**src/hw/rtl/rdd_pkg.sv**
```systemverilog
// Shared types and constants for the resource deadlock detector.
// Used by rdd_ctrl, rdd_datapath and resource_deadlock_detector_core; depends on nothing.
package rdd_pkg;

	// Default sizes of the stores; the top level hands them down as parameters.
	localparam int DEF_MAX_PROCS  = 16;
	localparam int DEF_MAX_RES    = 8;
	localparam int DEF_VALUE_BITS = 16;

	// Fixed widths of the item fields.
	localparam int OP_W       = 2;
	localparam int PROC_IDX_W = 4;
	localparam int RES_IDX_W  = 3;
	localparam int VALUE_W    = 16;
	localparam int COUNT_W    = 5;
	localparam int MASK_W     = 16;

	// Configuration registers.
	localparam int PCNT_W     = 5;
	localparam int RCNT_W     = 4;
	localparam int CFG_IDX_W  = 1;
	localparam int CFG_DATA_W = 5;
	localparam logic [PCNT_W-1:0] PCNT_RESET = PCNT_W'(16);
	localparam logic [RCNT_W-1:0] RCNT_RESET = RCNT_W'(8);

	typedef enum logic [CFG_IDX_W-1:0] {
		CFG_PROC_COUNT = 1'b0,
		CFG_RES_COUNT  = 1'b1
	} cfg_idx_t;

	typedef enum logic [OP_W-1:0] {
		OP_WR_MAX   = 2'd0,
		OP_WR_ALLOC = 2'd1,
		OP_WR_TOTAL = 2'd2,
		OP_EVAL     = 2'd3
	} op_t;

	// Work launched into the read stage of the datapath.
	typedef enum logic [1:0] {
		ISS_NONE = 2'd0,
		ISS_SUM  = 2'd1,
		ISS_CMP  = 2'd2,
		ISS_ADD  = 2'd3
	} issue_t;

	typedef enum logic [3:0] {
		S_IDLE,
		S_SUM,
		S_PASS,
		S_PROC,
		S_CHECK,
		S_DECIDE,
		S_ADD,
		S_ADVANCE,
		S_REPORT
	} ctrl_state_t;

	typedef struct packed {
		logic   load;
		logic   eval_init;
		issue_t issue;
		logic   pi_clr;
		logic   pi_inc;
		logic   rj_clr;
		logic   rj_inc;
		logic   clr_progress;
		logic   clr_fail;
		logic   mark;
		logic   report;
	} dp_cmd_t;

	typedef struct packed {
		logic rj_last;
		logic pi_last;
		logic proc_done;
		logic fits;
		logic all_done;
		logic progress;
	} dp_status_t;

endpackage

```
**src/hw/rtl/rdd_ctrl.sv**
```systemverilog
// Sequencer of the resource deadlock detector: walks the sum, check and add phases.
// Depends on rdd_pkg; drives rdd_datapath through dp_cmd_t and reads dp_status_t.
module rdd_ctrl (
	input  logic                     clk,
	input  logic                     arst_n,
	input  logic                     start,
	input  logic [rdd_pkg::OP_W-1:0] op,
	input  rdd_pkg::dp_status_t      st,
	output rdd_pkg::dp_cmd_t         cmd,
	output logic                     busy
);

	rdd_pkg::ctrl_state_t state_q, state_d;

	always_ff @(posedge clk or negedge arst_n) begin
		if (!arst_n) begin
			state_q <= rdd_pkg::S_IDLE;
		end else begin
			state_q <= state_d;
		end
	end

	always_comb begin
		state_d = state_q;
		cmd     = '0;
		busy    = (state_q != rdd_pkg::S_IDLE);
		unique case (state_q)
			rdd_pkg::S_IDLE: begin
				if (start) begin
					if (op == rdd_pkg::OP_EVAL) begin
						cmd.eval_init = 1'b1;
						state_d       = rdd_pkg::S_SUM;
					end else begin
						cmd.load = 1'b1;
					end
				end
			end
			rdd_pkg::S_SUM: begin
				cmd.issue  = rdd_pkg::ISS_SUM;
				cmd.rj_inc = 1'b1;
				if (st.rj_last) begin
					cmd.pi_inc = 1'b1;
					if (st.pi_last) begin
						state_d = rdd_pkg::S_PASS;
					end
				end
			end
			rdd_pkg::S_PASS: begin
				cmd.pi_clr       = 1'b1;
				cmd.clr_progress = 1'b1;
				state_d          = rdd_pkg::S_PROC;
			end
			rdd_pkg::S_PROC: begin
				if (st.proc_done) begin
					state_d = rdd_pkg::S_ADVANCE;
				end else begin
					cmd.rj_clr   = 1'b1;
					cmd.clr_fail = 1'b1;
					state_d      = rdd_pkg::S_CHECK;
				end
			end
			rdd_pkg::S_CHECK: begin
				cmd.issue  = rdd_pkg::ISS_CMP;
				cmd.rj_inc = 1'b1;
				if (st.rj_last) begin
					state_d = rdd_pkg::S_DECIDE;
				end
			end
			rdd_pkg::S_DECIDE: begin
				// The last compare of the row resolves in this cycle.
				if (st.fits) begin
					cmd.mark = 1'b1;
					state_d  = rdd_pkg::S_ADD;
				end else begin
					state_d = rdd_pkg::S_ADVANCE;
				end
			end
			rdd_pkg::S_ADD: begin
				cmd.issue  = rdd_pkg::ISS_ADD;
				cmd.rj_inc = 1'b1;
				if (st.rj_last) begin
					state_d = rdd_pkg::S_ADVANCE;
				end
			end
			rdd_pkg::S_ADVANCE: begin
				if (st.all_done || (st.pi_last && !st.progress)) begin
					state_d = rdd_pkg::S_REPORT;
				end else if (st.pi_last) begin
					state_d = rdd_pkg::S_PASS;
				end else begin
					cmd.pi_inc = 1'b1;
					state_d    = rdd_pkg::S_PROC;
				end
			end
			rdd_pkg::S_REPORT: begin
				cmd.report = 1'b1;
				state_d    = rdd_pkg::S_IDLE;
			end
			default: begin
				state_d = rdd_pkg::S_IDLE;
			end
		endcase
	end

endmodule

```
**config.mk**
```make
export PLATFORM = sky130hd
export DESIGN_NAME = rdd_ctrl
export DESIGN_NICKNAME = d
export VERILOG_FILES = /design/src/hw/rtl/rdd_pkg.sv /design/src/hw/rtl/rdd_ctrl.sv
export SDC_FILE = /design/constraint.sdc
export NUM_CORES = 1
export LEC_CHECK = 0
export BUFFER_PORTS_ARGS = -buffer_cell sky130_fd_sc_hd__buf_2
export CORE_AREA = 3 3 40 42
export DETAILED_ROUTE_END_ITERATION = 12
export DIE_AREA = 0 0 43 45
export PLACE_DENSITY = 0.69
export REMOVE_ABC_BUFFERS = 1
export SETUP_SLACK_MARGIN = 0.5
export SYNTH_ARGS = -nofsm -noshare
export SYNTH_HDL_FRONTEND = slang
export SYNTH_SLANG_ARGS = --single-unit
```
**constraint.sdc**
```tcl
create_clock -name clk -period 1.4 [get_ports clk]
set_input_delay 0.28 -clock clk [delete_from_list [all_inputs] [get_ports clk]]
set_output_delay 0.28 -clock clk [all_outputs]
set_load 0.03 [all_outputs]
```
### After elaboration in Yosys (flattened, before gate mapping)

Cells that the tools add are included.

| operators by class | value |
|---|---|
| muxes and demuxes | 27 |
| reductions and logical operators | 7 |
| eq/ne operators | 15 |

Operators by type and width:

| kind | number |
|---|---|
| $pmux 4 s8 | 1 |
| $mux 4 | 7 |
| $eq 4x3->1 const B | 4 |
| $mux 1 | 14 |
| $ne 2x2->1 const B | 6 |
| $eq 4x2->1 const B | 2 |
| $mux 2 | 3 |
| $pmux 2 s3 | 1 |
| $reduce_and 6->1 | 1 |
| $eq 4x1->1 const B | 1 |
| $eq 4x4->1 const B | 1 |
| $logic_not 4->1 | 1 |
| $reduce_bool 4->1 | 1 |
| $reduce_or 3->1 | 1 |
| $eq 2x2->1 const B | 1 |
| $pmux 1 s2 | 1 |
| $logic_and 1x1->1 | 1 |
| $logic_not 1->1 | 1 |
| $logic_or 1x1->1 | 1 |

| storage, ports and cells | value |
|---|---|
| flip-flop bits (word level) | 4 |
| logic and storage cells | 50 |

### Longest topological paths before layout

Gate-level depths: netlist of run 1.

| logic depth | value |
|---|---|
| word-level depth | 5 |
| depth in mapped cells | 4 |
| depth with buffers taken out | 3 |

### Least setup slack after synthesis of run 1

No wires, ideal clock.

| timing | value |
|---|---|
| kind | register to output |
| from | register state_q[2] |
| to | output port cmd[5] in the netlist's numbering |
| path slack | -0.878 ns |
| data required time | 1.120 ns |
| arrival | 1.998 ns |
| path buffers | 2 |
| stages on the path, launching flop included | 4 |
| cells stage by stage | dfrtp_1 buf_2 nor4_1 buf_4 |

RTL lines:

| what | RTL line | RTL |
|---|---|---|
| start, declared | rdd_ctrl.sv:13 | `rdd_pkg::ctrl_state_t state_q, state_d;` |
| start signal, assigned | rdd_ctrl.sv:17 | `state_q <= rdd_pkg::S_IDLE;` |
| start signal, assigned | rdd_ctrl.sv:19 | `state_q <= state_d;` |
| end, declared | rdd_ctrl.sv:9 | `output rdd_pkg::dp_cmd_t cmd,` |

==> qor_table.md, run 1 <==
| Parameter | This run | Unit |
| --- | --- | --- |
| Result of the run | complete, but fails checks | - |
| Violated checks | negative setup slack | - |
| Critical Path End Type | primary output | - |
| Min-Delay Endpoint | state_q[3]$_DFFE_PN0P_ | - |
| Depth of the worst hold-timing path | 3 | - |
| Aggregate global-route resource usage | 16.5 | % |
| Arrival time of data at the critical path endpoint | 1.45 | ns |
| Worst-path maximum fanout | 4 | - |
| CORE AREA | 0.00128 | mm^2 |
| First-pass GRT wire length | 2350 | um |
| Floorplan die area | 0.00194 | mm^2 |
| Final sum of negative setup slack | -3.22 | ns |
| Later-pin clock latency in the skew report | 0.23 | ns |
| Count of state elements after synthesis | 4 | - |
| Number of max-slew violations in the final report | 0 | - |
| Final Util | 69.0 | % |
| Setup repair after global routing missed its margin | true | - |
| FF/Latch Area | 101 | um^2 |
| Critical R2R Launch | state_q[2]$_DFFE_PN0P_ | - |
| Max Clock Skew | 0.00265 | ns |
| Number of global-route vias before repair | 547 | - |
| Clock Pin Slew Worst Setup and Hold Paths | 0.04 | ns |
| Number of failing hold endpoints at the final stage | 0 | - |
| Final Critical Period | 1.73 | ns |
| Leakage dissipation | 0.429 | nW |
| Maximum root-to-sink buffer count | 2 | - |
| ANT nets after route | 0 | - |
| Sequential cell area fraction in the yosys report | 24.9 | % |
| Root buffer selected by CTS | clkbuf_4 | - |
| DRC errors left | 0 | - |
| Sinks on Clock Net | 4 | - |
| Largest voltage drop on the vdd net | 1.42 | mV |
| Standard cell with the maximum stage delay on the critical path | dfrtp_1 | - |
| Synth Area per Inst | 7.72 | um^2 |
| Detail Placement HPWL | 923 | um |
| Number of flip-flops in the largest register | 4 | - |
| Leading cell types in the layout, fill and taps excluded | 19 x buf_6, 13 x buf_4, 10 x buf_2 | - |
| Chip width | 43 | um |
| CTS tree | built | - |
| Non-filler cells, final | 107 | - |
| Initial core utilization | 31.3 | % |
| Final clock period utilization by the worst path | 124 | % |
| Number of distinct library cells after synthesis | 27 | - |
| Initial antenna violation count | 0 | - |
| Drt initial violations | 7 | - |
| Largest stage delay on the critical path | 0.41 | ns |
| Aggregate global routing overflow | 0 | - |
| Relative max-transition margin | 81.7 | % |
| Placed inst area | 583 | um^2 |
| Startpoint type of the worst setup path | flop | - |
| Final design area excluding fillers | 887 | um^2 |
| Largest registers | state_q (4) | - |
| Pwr per Cell Area | 2460 | mW/mm^2 |
| # nets final | 105 | - |
| Placed Instances | 96 | - |
| Boundary pin count | 24 | - |
| Vias per std cell | 5.19 | - |
| Fill cell instance count of the final layout | 99 | - |
| Routed wire length per instance | 15.1 | um |
| Required time worst endpoint | 1.12 | ns |
| Number of max-cap violations | 0 | - |
| Initial DRT Pass Iterations | 4 | - |
| Weighted congestion at the end of routability-driven global placement | 0.850 | - |
| Cts bufs inserted | 3 | - |
| Cells traversed along the worst timing path | nor4_2, buf_4, nand2_4, a21oi_2, buf_6 | - |
| R2r setup slk | 0.04 | ns |
| Cell area after synthesis | 402 | um^2 |
| Drt total wl | 1620 | um |
| Post-route setup slack | -0.330 | ns |
| Maximum number of pins on one net before global-route repair | 7 | - |
| Actual transition at the worst max-transition pin | 0.273 | ns |
| Count of H-tree levels built during CTS | 1 | - |
| Register containing the most flip-flops in the final layout | state_q | - |
| Reg2Reg Depth | 6 | - |
| Hold Path Origin | st[1] | - |
| Final setup violation count | 13 | - |
| Chip height | 45 | um |
| Most common cell after layout, fill and taps aside | buf_6 | - |
| Count of warnings emitted by yosys | 0 | - |
| Min-delay worst type | in -> reg | - |
| Floorplan row count | 13 | - |
| Area growth from synthesis to final layout | 121 | % |
| Maximum clock frequency | 578 | MHz |
| Via Count | 555 | - |
| Classification of the worst setup path | reg -> out | - |
| Number of input and output port buffers inserted | 23 | - |
| Multi-input gate area in the final layout | 362 | um^2 |
| Crit Reg-Reg Endpoint | state_q[0]$_DFFE_PN0P_ | - |
| Number of antenna cells inserted | 0 | - |
| Cells after Synth | 52 | - |
| Share of cells above drive strength 1 | 73.9 | % |
[how the worst max path moves through the flow]
stage                          to              startpoint  depth (start not counted)  slack [ns]
after global placement     cmd[6]  state_q[1]$_DFFE_PN0P_                          5       -0.11
after floorplan            cmd[2]  state_q[2]$_DFFE_PN0P_                          1       -1.25
after global routing      cmd[11]  state_q[0]$_DFFE_PN0P_                          5       -0.43
final                     cmd[11]  state_q[0]$_DFFE_PN0P_                          5       -0.33
after detailed placement  cmd[11]  state_q[0]$_DFFE_PN0P_                          5       -0.11
after CTS                  cmd[6]  state_q[0]$_DFFE_PN0P_                          5       -0.27
[critical path: cells and delay by family, from the launching register on]
kind            cells  cell delay, ns
simple gates        2            0.38
flops               1            0.41
compound gates      1            0.11
buf+inv             2            0.32
[routing by layer]
metal,track usage [%],part of all wire (%),up-vias
li1,-,-,264
met1,17.5,36,266
met2,30.5,57,23
met3,3.59,6.2,2
met4,9.04,0.62,0
met5,0,0,-
[what timing repair did]
action | CTS | global route
setup buffers | 5 | 2
gates resized for setup | 41 | 19
pin swaps | 6 | 3
hold endpoints to repair | 4 | 0
hold buffers | 1 | 0
setup endpoints to repair | 16 | 16
[cells by family after synthesis]
family	synth area share, %
AND/OR/NAND/NOR	40.2
AO/OA/AOI/OAI	19.3
buffers and inverters	13.4
flip-flops	24.9
XOR/XNOR	2.18
[cells in the mapped netlist (all sizes together)]
| library cell | n | share of area [%] |
|---|---|---|
| nand2 | 6 | 5.6 |
| and2b | 1 | 1.9 |
| a21oi | 4 | 5.0 |
| a21o | 1 | 1.9 |
| xor2 | 1 | 2.2 |
| a31oi | 2 | 3.1 |
| and3 | 1 | 1.6 |
| and4b | 1 | 2.5 |
| a211oi | 2 | 3.7 |
| inv | 3 | 2.8 |
| o21ai | 1 | 1.2 |
| or3 | 1 | 1.6 |
| nor2 | 4 | 3.7 |
| nor2b | 1 | 1.6 |
| nor3b | 2 | 3.7 |
| o2111ai | 1 | 2.2 |
| nand3 | 3 | 3.7 |
| a211o | 1 | 2.2 |
| clkbuf | 1 | 0.93 |
| nand2b | 2 | 3.1 |
| nand4b | 1 | 5.9 |
| nor4 | 2 | 3.1 |
| dfrtp | 4 | 25 |
| buf | 5 | 9.7 |
| nor4b | 1 | 2.2 |
[layout make-up]
class,instances,area share [%]
Timing Repair Buffer,43,41.9
Sequential cell,4,11.4
Inverter,3,1.27
Tap cell,15,2.12
Multi-Input combinational cell,39,40.8
Clock buffer,3,2.54
[through the flow]
stage | setup WS (ns) | hold WS, ns | power (mW)
finish | -0.330 | 0.327 | 2.18
global route | -0.429 | 0.339 | 2.32
CTS | -0.268 | 0.305 | 1.88
detailed placement | -0.107 | 0.0875 | 1.34
global placement | -0.105 | 0.0879 | 1.34
floorplan | -1.25 | -0.0156 | 0.896
[power by group]
part / internal (mW) / leakage [nW] / switching [mW]
logic: 0.886 / 0.367 / 0.888
clock network: 0.0957 / 0.0138 / 0.0437
registers: 0.174 / 0.0481 / 0.0907
total: 1.16 / 0.429 / 1.02
Note: power is estimated with default switching activity, not from simulation.
==> run 2: changes to the inputs <==
--- a/config.mk
+++ b/config.mk
@@ -6,12 +6,16 @@
 export NUM_CORES = 1
 export LEC_CHECK = 0
 export BUFFER_PORTS_ARGS = -buffer_cell sky130_fd_sc_hd__buf_2
-export CORE_AREA = 3 3 40 42
+export CELL_PAD_IN_SITES_DETAIL_PLACEMENT = 0
+export CELL_PAD_IN_SITES_GLOBAL_PLACEMENT = 1
+export CORE_MARGIN = 3
+export CORE_UTILIZATION = 26
+export CTS_BUF_LIST = sky130_fd_sc_hd__clkbuf_8
 export DETAILED_ROUTE_END_ITERATION = 12
-export DIE_AREA = 0 0 43 45
-export PLACE_DENSITY = 0.69
+export PLACE_DENSITY = 0.83
 export REMOVE_ABC_BUFFERS = 1
 export SETUP_SLACK_MARGIN = 0.5
 export SYNTH_ARGS = -nofsm -noshare
 export SYNTH_HDL_FRONTEND = slang
 export SYNTH_SLANG_ARGS = --single-unit
+export TNS_END_PERCENT = 1
==> qor_table.md, run 2 (synthesis results as in run 1) <==
| Parameter | This run | Unit |
| --- | --- | --- |
| Result of the run | complete, but fails checks | - |
| Violated checks | negative setup slack | - |
| First-pass GRT wire length | 1870 | um |
| Final setup violation count | 13 | - |
| Number of antenna cells inserted | 0 | - |
| Maximum root-to-sink buffer count | 2 | - |
| Detail Placement HPWL | 820 | um |
| Floorplan die area | 0.00205 | mm^2 |
| Leading cell types in the layout, fill and taps excluded | 18 x buf_4, 11 x buf_2, 6 x buf_6 | - |
| Drt initial violations | 11 | - |
| Final Critical Period | 1.64 | ns |
| Largest voltage drop on the vdd net | 1.07 | mV |
| Initial DRT Pass Iterations | 4 | - |
| Later-pin clock latency in the skew report | 0.21 | ns |
| Clock Pin Slew Worst Setup and Hold Paths | 0.03 | ns |
| Initial core utilization | 29.4 | % |
| Pwr per Cell Area | 2460 | mW/mm^2 |
| Count of H-tree levels built during CTS | 1 | - |
| Critical Path End Type | primary output | - |
| CORE AREA | 0.00137 | mm^2 |
| Cts bufs inserted | 3 | - |
| Actual transition at the worst max-transition pin | 0.242 | ns |
| Area growth from synthesis to final layout | 86.6 | % |
| Floorplan row count | 13 | - |
| Placement Setup Slack | -0.0852 | ns |
| Most common cell after layout, fill and taps aside | buf_4 | - |
| Register containing the most flip-flops in the final layout | state_q | - |
| Reg2Reg Depth | 5 | - |
| Aggregate global routing overflow | 0 | - |
| Chip height | 45.3 | um |
| Boundary pin count | 24 | - |
| Multi-input gate area in the final layout | 308 | um^2 |
| FF/Latch Area | 103 | um^2 |
| Relative max-transition margin | 83.7 | % |
| Root buffer selected by CTS | clkbuf_8 | - |
| Final Util | 54.9 | % |
| CTS tree | built | - |
| Vias per std cell | 5.06 | - |
| Fill cell instance count of the final layout | 126 | - |
| Maximum clock frequency | 610 | MHz |
| Weighted congestion at the end of routability-driven global placement | 0.763 | - |
| Startpoint type of the worst setup path | flop | - |
| Chip width | 45.3 | um |
| Aggregate global-route resource usage | 13.3 | % |
| Number of max-slew violations in the final report | 0 | - |
| Depth of the worst hold-timing path | 3 | - |
| Number of global-route vias before repair | 455 | - |
| Largest registers | state_q (4) | - |
| Arrival time of data at the critical path endpoint | 1.36 | ns |
| Sinks on Clock Net | 4 | - |
| Worst-path maximum fanout | 4 | - |
| Number of flip-flops in the largest register | 4 | - |
| Min-delay worst type | in -> reg | - |
| Maximum number of pins on one net before global-route repair | 10 | - |
| Via Count | 506 | - |
| Drt total wl | 1270 | um |
| Classification of the worst setup path | reg -> out | - |
| Post-route setup slack | -0.241 | ns |
| Number of input and output port buffers inserted | 23 | - |
| Final clock period utilization by the worst path | 117 | % |
| ANT nets after route | 0 | - |
| Max Clock Skew | 0.00282 | ns |
| Leakage dissipation | 0.366 | nW |
| Number of failing hold endpoints at the final stage | 0 | - |
| Setup repair after global routing missed its margin | true | - |
| DRC errors left | 0 | - |
| Required time worst endpoint | 1.12 | ns |
| Number of max-cap violations | 0 | - |
| Initial antenna violation count | 0 | - |
| Routed wire length per instance | 12.7 | um |
| # nets final | 98 | - |
| Share of cells above drive strength 1 | 63.5 | % |
==> run 2: cell count changes in the layout (fill, tap and decap cells not counted), sizes merged <==
| cell | change |
|---|---|
| buf | -7 |
==> run 2: critical path, stage by stage, from the launching register on <==
cell     delay [ns]
dfrtp_2        0.43
buf_4          0.16
and2b_2        0.21
and4b_1        0.20
buf_6          0.14
==> run 2: layout make-up <==
| class | count | area share (%) |
|---|---|---|
| sequential | 4 | 13.7 |
| clock buffer | 3 | 5.51 |
| timing repair buffer | 36 | 35.7 |
| tap | 15 | 2.50 |
| multi-input combinational | 39 | 41.1 |
| inverter | 3 | 1.50 |
==> run 2: timing repair <==
item	CTS	global route
setup endpoints to repair	16	16
buffers inserted	1	1
endpoints found under the hold margin	4	0
resized for setup	24	11
pin swaps	0	2
hold buffers	1	0
==> run 2: routing by layer <==
| layer | track usage (%) | vias to the layer above | part of all wire [%] |
|---|---|---|---|
| met2 | 21.2 | 21 | 50 |
| met5 | 0 | - | 0 |
| met3 | 2.79 | 5 | 5.8 |
| met4 | 14.0 | 0 | 2.4 |
| li1 | - | 252 | - |
| met1 | 13.7 | 228 | 41 |
==> run 2: worst paths after layout <==
| path | startpoint | to | slack (ns) |
|---|---|---|---|
| worst max-delay path | state_q[0]$_DFFE_PN0P_ | cmd[1] | -0.24 |
| worst min-delay path | st[1] | state_q[3]$_DFFE_PN0P_ | 0.37 |
| worst max register to register | state_q[1]$_DFFE_PN0P_ | state_q[0]$_DFFE_PN0P_ | 0.05 |
| worst min register to register | state_q[0]$_DFFE_PN0P_ | state_q[0]$_DFFE_PN0P_ | 0.68 |
| max in group asynchronous | arst_n | state_q[2]$_DFFE_PN0P_ | 0.87 |
| min in group asynchronous | arst_n | state_q[1]$_DFFE_PN0P_ | 0.40 |
==> run 2: through the flow <==
stage / power, mW / TNS [ns] / instance area [um^2] / cells / hold slack, ns
6_report: 1.84 / -2.48 / 749 / 100 / 0.366
5_1_grt: 1.96 / -3.30 / 749 / 100 / 0.371
4_1_cts: 1.74 / -2.62 / 706 / 99 / 0.338
3_5_place_dp: 1.29 / -0.476 / 568 / 94 / 0.0842
3_3_place_gp: 1.30 / -0.391 / 568 / 94 / 0.0880
2_1_floorplan: 0.896 / -4.31 / 359 / 46 / -0.0156
==> run 2: power by group <==
part,switching [mW],internal (mW)
logic,0.741,0.607
clock network,0.0539,0.183
registers,0.0777,0.177
==> run 3: changes to the inputs <==
--- a/config.mk
+++ b/config.mk
@@ -11,8 +11,9 @@
 export CORE_MARGIN = 3
 export CORE_UTILIZATION = 26
 export CTS_BUF_LIST = sky130_fd_sc_hd__clkbuf_8
+export CTS_CLUSTER_SIZE = 14
 export DETAILED_ROUTE_END_ITERATION = 12
-export PLACE_DENSITY = 0.83
+export PLACE_DENSITY = 0.84
 export REMOVE_ABC_BUFFERS = 1
 export SETUP_SLACK_MARGIN = 0.5
 export SYNTH_ARGS = -nofsm -noshare
==> constraint.sdc (replaced) <==
create_clock -name clk -period 1.4 [get_ports clk]
set_input_delay 0.21 -clock clk [delete_from_list [all_inputs] [get_ports clk]]
set_output_delay 0.21 -clock clk [all_outputs]
set_load 0.03 [all_outputs]
==> qor_table.md, run 3 (synthesis results as in run 1) <==
| Parameter | This run | Unit |
| --- | --- | --- |
| Multi-input gate area in the final layout | 315 | um^2 |
| Via Count | 498 | - |
| Critical path capture point | cmd[6] | - |
| Area growth from synthesis to final layout | 96.6 | % |
| Standard cell with the maximum stage delay on the critical path | dfrtp_1 | - |
| Most common cell after layout, fill and taps aside | buf_4 | - |
| Maximum number of pins on one net before global-route repair | 9 | - |
| Number of global-route vias before repair | 485 | - |
| Leakage dissipation | 0.382 | nW |
| Root buffer selected by CTS | clkbuf_8 | - |
| Critical Path End Type | primary output | - |
| Cts bufs inserted | 3 | - |
| Relative max-transition margin | 83.1 | % |
| CTS tree | built | - |
| Final sum of negative setup slack | -1.64 | ns |
| FF/Latch Area | 104 | um^2 |
| Most Frequent Cell on Critical Path | buf_6 | - |
| ANT nets after route | 0 | - |
| Final Critical Period | 1.58 | ns |
| R2r setup slk | 0.17 | ns |
| Initial antenna violation count | 0 | - |
| Pwr per Cell Area | 2470 | mW/mm^2 |
| Leading cell types in the layout, fill and taps excluded | 15 x buf_4, 11 x buf_6, 10 x buf_2 | - |
| Largest voltage drop on the vdd net | 0.956 | mV |
| Aggregate global routing overflow | 0 | - |
| Final Util | 57.8 | % |
| Maximum clock frequency | 634 | MHz |
| Classification of the worst setup path | reg -> out | - |
| CORE AREA | 0.00137 | mm^2 |
| Weighted congestion at the end of routability-driven global placement | 0.771 | - |
| Number of input and output port buffers inserted | 23 | - |
| Number of flip-flops in the largest register | 4 | - |
| Number of failing hold endpoints at the final stage | 0 | - |
| Sinks on Clock Net | 4 | - |
| Final clock period utilization by the worst path | 113 | % |
| Number of max-slew violations in the final report | 0 | - |
| Floorplan die area | 0.00205 | mm^2 |
| Boundary pin count | 24 | - |
| Maximum root-to-sink buffer count | 2 | - |
| Largest registers | state_q (4) | - |
| Min-delay worst type | in -> reg | - |
| Result of the run | complete, but fails checks | - |
| Required time worst endpoint | 1.19 | ns |
| Clock Pin Slew Worst Setup and Hold Paths | 0.03 | ns |
| Floorplan row count | 13 | - |
| Hold Path Origin | st[1] | - |
| Fill cell instance count of the final layout | 128 | - |
| Drt initial violations | 5 | - |
| Routed wire length per instance | 11.7 | um |
| Setup repair after global routing missed its margin | true | - |
| Reg2Reg Depth | 4 | - |
| Post-route setup slack | -0.178 | ns |
| Arrival time of data at the critical path endpoint | 1.37 | ns |
| Count of H-tree levels built during CTS | 1 | - |
| Number of max-cap violations | 0 | - |
| Register containing the most flip-flops in the final layout | state_q | - |
| Worst-path maximum fanout | 3 | - |
| Drt total wl | 1180 | um |
| Aggregate global-route resource usage | 12.8 | % |
| Worst Setup SP | state_q[1]$_DFFE_PN0P_ | - |
| Vias per std cell | 4.93 | - |
| Violated checks | negative setup slack | - |
| Detail Placement HPWL | 860 | um |
| Final setup violation count | 12 | - |
| DRC errors left | 0 | - |
| Cells traversed along the worst timing path | buf_6, nand4b_4, or3_4, nand2_2, buf_6 | - |
| Later-pin clock latency in the skew report | 0.22 | ns |
| Startpoint type of the worst setup path | flop | - |
| Actual transition at the worst max-transition pin | 0.250 | ns |
| First-pass GRT wire length | 1890 | um |
| Chip width | 45.3 | um |
| Initial core utilization | 29.4 | % |
| Share of cells above drive strength 1 | 68.6 | % |
| Largest stage delay on the critical path | 0.39 | ns |
| # nets final | 99 | - |
| Critical R2R Launch | state_q[2]$_DFFE_PN0P_ | - |
| Max Clock Skew | 0.00404 | ns |
| Number of antenna cells inserted | 0 | - |
| Crit Reg-Reg Endpoint | state_q[0]$_DFFE_PN0P_ | - |
| Chip height | 45.3 | um |
| Initial DRT Pass Iterations | 2 | - |
[run 3: how the worst min path moves through the flow]
| stage | slack [ns] | cells past startpoint | endpoint |
|---|---|---|---|
| floorplan | -0.09 | 0 | state_q[0]$_DFFE_PN0P_ |
| global placement | 0.02 | 1 | state_q[3]$_DFFE_PN0P_ |
| detailed placement | 0.02 | 1 | state_q[0]$_DFFE_PN0P_ |
| CTS | 0.26 | 3 | state_q[3]$_DFFE_PN0P_ |
| global route | 0.29 | 3 | state_q[3]$_DFFE_PN0P_ |
| finish | 0.27 | 3 | state_q[3]$_DFFE_PN0P_ |
[run 3: timing repair]
item,4_1_cts,5_1_grt
setup endpoints to repair,17,17
hold buffers,1,0
buffers inserted,4,0
pin swaps,5,4
endpoints found under the hold margin,4,0
gates resized for setup,32,13
[run 3: metrics by stage]
stage	hold slack, ns	setup WS [ns]	instances	cell area (um^2)	power (mW)
final	0.272	-0.178	101	790	1.95
after global routing	0.294	-0.246	101	790	2.08
after CTS	0.257	-0.189	101	746	1.81
after detailed placement	0.0189	-0.0527	93	561	1.28
after global placement	0.0211	-0.0656	93	561	1.27
after floorplan	-0.0856	-1.18	46	359	0.896
[run 3: per-layer routing]
layer  up-vias  global-route usage (%)  wire length [um]  share of wire, %
li1        254                       -                 -                 -
met1       226                    14.8               500                42
met2        16                    21.2               595                50
met3         2                    4.78                74               6.3
met4         0                    5.26                 8              0.68
met5         -                       0                 0                 0
[run 3: layout make-up]
cell class / instances / area share (%)
clock buffer: 3 / 5.23
tap: 15 / 2.38
sequential: 4 / 13.2
multi-input combinational: 39 / 39.9
inverter: 3 / 1.74
timing repair buffer: 37 / 37.6
[run 3: where the power goes]
part,total [mW],internal [mW],switching (mW)
Combinational,1.45,0.696,0.750
Sequential,0.259,0.179,0.0806
Clock,0.242,0.183,0.0587
Total,1.95,1.06,0.889
[run 3: critical path: cells and delay by family, from the launching register on]
kind / cells / cell delay, ns
flip-flops: 1 / 0.39
AND/OR/NAND/NOR: 3 / 0.51
buffers and inverters: 2 / 0.25
